`src/hw/rtl/prqs_ready_ram.sv`:
```
// Ring-buffer storage of the ready queue: head pointer, offset-to-slot wrap, one
// write and one registered read per cycle. Depends on nothing but its parameters.
`default_nettype none

module prqs_ready_ram #(
    parameter int DEPTH = 64,
    parameter int ENT_W = 12
) (
    input  wire logic                         clk,
    input  wire logic                         rst_n,
    input  wire logic                         pop,
    input  wire logic                         wr_en,
    input  wire logic [$clog2(DEPTH+1)-1:0]   wr_off,
    input  wire logic [ENT_W-1:0]             wr_data,
    input  wire logic [$clog2(DEPTH+1)-1:0]   rd_off,
    output logic      [ENT_W-1:0]             rd_data
);
    localparam int IDX_W = $clog2(DEPTH);
    localparam int CNT_W = $clog2(DEPTH + 1);
    localparam int SUM_W = CNT_W + 1;

    logic [ENT_W-1:0] mem [DEPTH];
    logic [IDX_W-1:0] head_reg;
    logic [IDX_W-1:0] head_next;
    logic [IDX_W-1:0] wr_slot;
    logic [IDX_W-1:0] rd_slot;
    logic [SUM_W-1:0] wr_sum;
    logic [SUM_W-1:0] rd_sum;
    logic [SUM_W-1:0] wr_wrap;
    logic [SUM_W-1:0] rd_wrap;

    // Map queue offsets to physical slots, wrapping once past the end
    always_comb
    begin
        wr_sum  = SUM_W'(head_reg) + SUM_W'(wr_off);
        rd_sum  = SUM_W'(head_reg) + SUM_W'(rd_off);
        wr_wrap = (wr_sum >= SUM_W'(DEPTH)) ? (wr_sum - SUM_W'(DEPTH)) : wr_sum;
        rd_wrap = (rd_sum >= SUM_W'(DEPTH)) ? (rd_sum - SUM_W'(DEPTH)) : rd_sum;
        wr_slot = wr_wrap[IDX_W-1:0];
        rd_slot = rd_wrap[IDX_W-1:0];
    end

    // Advance head on pop
    always_comb
    begin
        head_next = head_reg;
        if (pop)
        begin
            head_next = (head_reg == IDX_W'(DEPTH - 1)) ? '0 : head_reg + IDX_W'(1);
        end
    end

    always_ff @(posedge clk or negedge rst_n)
    begin
        if (!rst_n)
        begin
            head_reg <= '0;
        end
        else
        begin
            head_reg <= head_next;
        end
    end

    // Storage: write when asked, read every cycle
    always_ff @(posedge clk)
    begin
        if (wr_en)
        begin
            mem[wr_slot] <= wr_data;
        end
        rd_data <= mem[rd_slot];
    end

endmodule

`default_nettype wire

```
`config.mk`:
```
export PLATFORM = sky130hd
export DESIGN_NAME = prqs_ready_ram
export DESIGN_NICKNAME = d
export VERILOG_FILES = /design/src/hw/rtl/prqs_ready_ram.sv
export SDC_FILE = /design/constraint.sdc
export NUM_CORES = 1
export LEC_CHECK = 0
export ABC_CLOCK_PERIOD_IN_PS = 3160
export BUFFER_PORTS_ARGS = -buffer_cell sky130_fd_sc_hd__buf_4
export CORE_AREA = 2 2 240 242
export DETAILED_ROUTE_END_ITERATION = 10
export DIE_AREA = 0 0 242 244
export PLACE_DENSITY = 0.67
export SLEW_MARGIN = 20
export SYNTH_ARGS = -nofsm -noshare
export SYNTH_HDL_FRONTEND = slang
export SYNTH_SLANG_ARGS = --single-unit
```
`constraint.sdc`:
```
create_clock -name clk -period 3.16 [get_ports clk]
set_input_delay 0.632 -clock clk [delete_from_list [all_inputs] [get_ports clk]]
set_output_delay 0.632 -clock clk [all_outputs]
set_load 0.02 [all_outputs]
```
==> flow_summary.yaml <==
outcome:
  outcome: "finished with violations"
  failed_checks: "negative setup slack"
sta:
  fin_crit_sh_pct: 102
  worst_slack_ns: -0.0677
  drv_slew: 0
  tightest_slew_ns: 0.820
  hold_viol: 0
  setup_viol_count_final: 3
  period_minus_slack_ns: 3.23
  rsz0062_at_grt: "true"
  slew-limit-headroom_pct: 45.3
  clock.fmax_mhz: 310
  fin_skew_ns: 0.0215
  setup_tns_ns: -0.100
final_layout:
  nNetsFinal: 1781
  seqCellArea_um2: 23500
  largest_reg_flops: 768
  final_util_pct: 64.6
  final_common_cell: "edfxtp_1"
  fill_cells: 3832
  multi_input_area_um2: 7020
  drive_above_1_share_pct: 32.6
  final_cell_mix: "768 x edfxtp_1, 206 x buf_4, 192 x mux4_2, 134 x nand2_1, 78 x clkbuf_16"
  synthToLayoutAreaGrowth_pct: 18.3
critical_path:
  cp-endpoint: "rd_data[1]"
  crit_slowest_cell: "fa_4"
  cpMostUsedCell: "buf_4"
  worstSetupPathType: "reg2reg"
  reg2reg_to: "rd_data[1]"
  reg2reg_slack_ns: -0.07
  cp_slowest_stage_delay_ns: 0.80
  arrival_ns: 3.70
  worstPathRequired_ns: 3.63
  cp-end-kind: "flip-flop"
  crit_path_max_fanout: 9
  regToRegStartpoint: "head_reg[0]"
  crit_start: "head_reg[0]"
  reg2reg_depth: 12
  startpoint_type: "flip-flop"
  crit_chain: "ha_4 -> inv_1 -> fa_4 -> buf_4 -> buf_6 -> clkbuf_16 -> mux4_2 -> mux2i_2 -> mux2i_1 -> a22oi_1 -> buf_4 -> o221ai_1"
yosys:
  ys_types: 40
  seq_area_frac_synth_pct: 76.5
  synth_warnings: 0
  syn_inst: 1477
  syn_area_um2: 30700
  syn_area_per_cell_um2: 20.8
  syn_nets: 1520
  ys_ff_latch: 786
floorplan:
  die-area_um2: 59000
  ios: 42
  coreArea_um2: 56200
  initial_core_util_pct: 54.6
  dieHeight_um: 244
  die-width_um: 242
  floorplan.rows: 87
run:
  max_cap_violations: 0
detailed_routing:
  via_per_inst: 6.01
  route.antenna.remaining_nets: 0
  wl_mm: 70.3
  dr.first_iter.drc_count: 1487
  route.detailed.drc: 0
  dr_total_vias: 15400
  firstDrtPassIters: 5
  wl_per_cell_um: 27.5
pwr:
  p_clk_share_pct: 23.5
  powerDensity_nw_per_um2: 1030
  pwr-share-comb_pct: 43.3
  ir_drop_mv: 0.600
  p_switching_mw: 12.7
  p_int_mw: 24.7
  p_leak_nw: 12.2
  p_seq_share_pct: 33.3
  p_sw_share_pct: 34.0
global_route:
  antenna_found_initial: 1
  grt_pass1_vias: 15600
  grt_pass1_wl_mm: 102
  grt_usage_pct: 24.1
  grt_overflow_total: 0
  grt_max_degree: 65
clocking:
  htree_levels: 3
  clk_pin_slew_worst_paths_ns: 0.06
  clkSinkCount: 786
  cts_tree: "built"
  clk_path_buf_depth: 3
  root_buffer: "clkbuf_16"
  numCtsBuffers: 77
  clock_latency_ns: 0.63
min_path:
  hold_path.class: "in2reg"
  hold_start: "pop"
placement:
  port_buffers: 39
  gp_congestion: 0.863
  dp_hpwl_mm: 41.9
synthesized netlist by cell type, drive strengths merged:
cell type | count | area (µm²)
a211oi | 2 | 25.0
nand4 | 3 | 18.8
o211ai | 2 | 15.0
mux4 | 192 | 4320
nor2b | 2 | 12.5
nand3 | 28 | 140
xor2 | 7 | 61.3
clkbuf | 21 | 80.1
and2 | 1 | 6.26
o211a | 1 | 10.0
mux2i | 73 | 731
a21o | 3 | 22.5
ha | 11 | 138
nor3 | 3 | 15.0
o21ai | 29 | 145
dfxtp | 12 | 240
a21oi | 5 | 28.8
buf | 49 | 264
o2bb2ai | 1 | 8.76
xnor2 | 7 | 61.3
and4bb | 1 | 12.5
o221ai | 12 | 105
fa | 2 | 40.0
nand2 | 138 | 518
a21boi | 1 | 7.51
dfrtp | 6 | 150
a2111o | 1 | 11.3
edfxtp | 768 | 23100
and3 | 2 | 12.5
nor3b | 1 | 12.5
a22oi | 12 | 90.1
nand2b | 1 | 6.26
nor2 | 75 | 282
inv | 5 | 18.8
through the flow:
stage	worst slack, ns	hold slack, ns	cells	power, mW	cell area (µm²)
after floorplan	0.151	0.336	1477	21.4	30700
after global placement	-0.422	0.440	2398	27.6	33500
after detailed placement	-0.433	0.443	2398	27.8	33500
after CTS	-0.0336	0.212	2542	36.8	36000
after global routing	-0.106	0.253	2554	39.0	36300
final	-0.0677	0.241	2555	37.5	36300
timing repair:
item,in CTS,in global routing
endpoints found under the hold margin,6,0
endpoints found under the setup margin,11,509
resized for setup,7,41
hold buffers,1,0
pin swaps,0,3
setup buffers,4,10
gates cloned,0,2
per-layer routing:
metal | GRT usage [%] | wire (µm) | vias to the layer above
li1 | - | - | 6573
met1 | 34.7 | 29600 | 8128
met2 | 38.6 | 34100 | 554
met3 | 3.93 | 4820 | 101
met4 | 7.81 | 1760 | 2
met5 | 0 | 13 | -
power groups by stage:
stage          registers (mW)  clock network (mW)  logic, mW
4_1_cts                  12.5                8.95       15.4
3_5_place_dp             12.7                   0       15.1
2_1_floorplan            12.7                   0       8.70
5_1_grt                  12.5                9.36       17.1
3_3_place_gp             12.7                   0       15.0
6_report                 12.5                8.80       16.2
final cells by class:
cell class              instances  share of cell area, %
clock buffers                  98                   5.58
clock inverters                41                   1.03
inverters                       5                 0.0517
diodes                          1                0.00690
multi-input cells             616                   19.4
well taps                     756                   2.61
repair buffers                252                   6.74
flip-flops and latches        786                   64.6
worst max-delay path, delay by kind of cell (launching register included):
| family | cells | cell delay [ns] |
|---|---|---|
| buffers and inverters | 5 | 0.69 |
| DFF | 1 | 0.40 |
| muxes | 3 | 0.69 |
| adders and majority gates | 2 | 0.95 |
| AOI/OAI and AO/OA | 2 | 0.33 |
cell families (layout without fill, tap and decap cells):
group,count (synthesis),in the layout,share of synthesized area [%]
muxes,265,265,16.5
buffers and inverters,75,396,1.18
other,0,1,0
and+or+nand+nor,255,255,3.38
adders and majority gates,13,13,0.579
AOI/OAI and AO/OA,69,69,1.53
DFF,786,786,76.5
xor gates and xnor gates,14,14,0.400
how the worst min path moves through the flow:
stage                       end  slack [ns]  cells after the start
global placement    head_reg[1]        0.44                      1
finish              head_reg[1]        0.24                      2
CTS                 head_reg[1]        0.21                      2
detailed placement  head_reg[1]        0.44                      1
floorplan           head_reg[0]        0.34                      0
global route        head_reg[1]        0.25                      2
(Power assumes the default switching activity.)
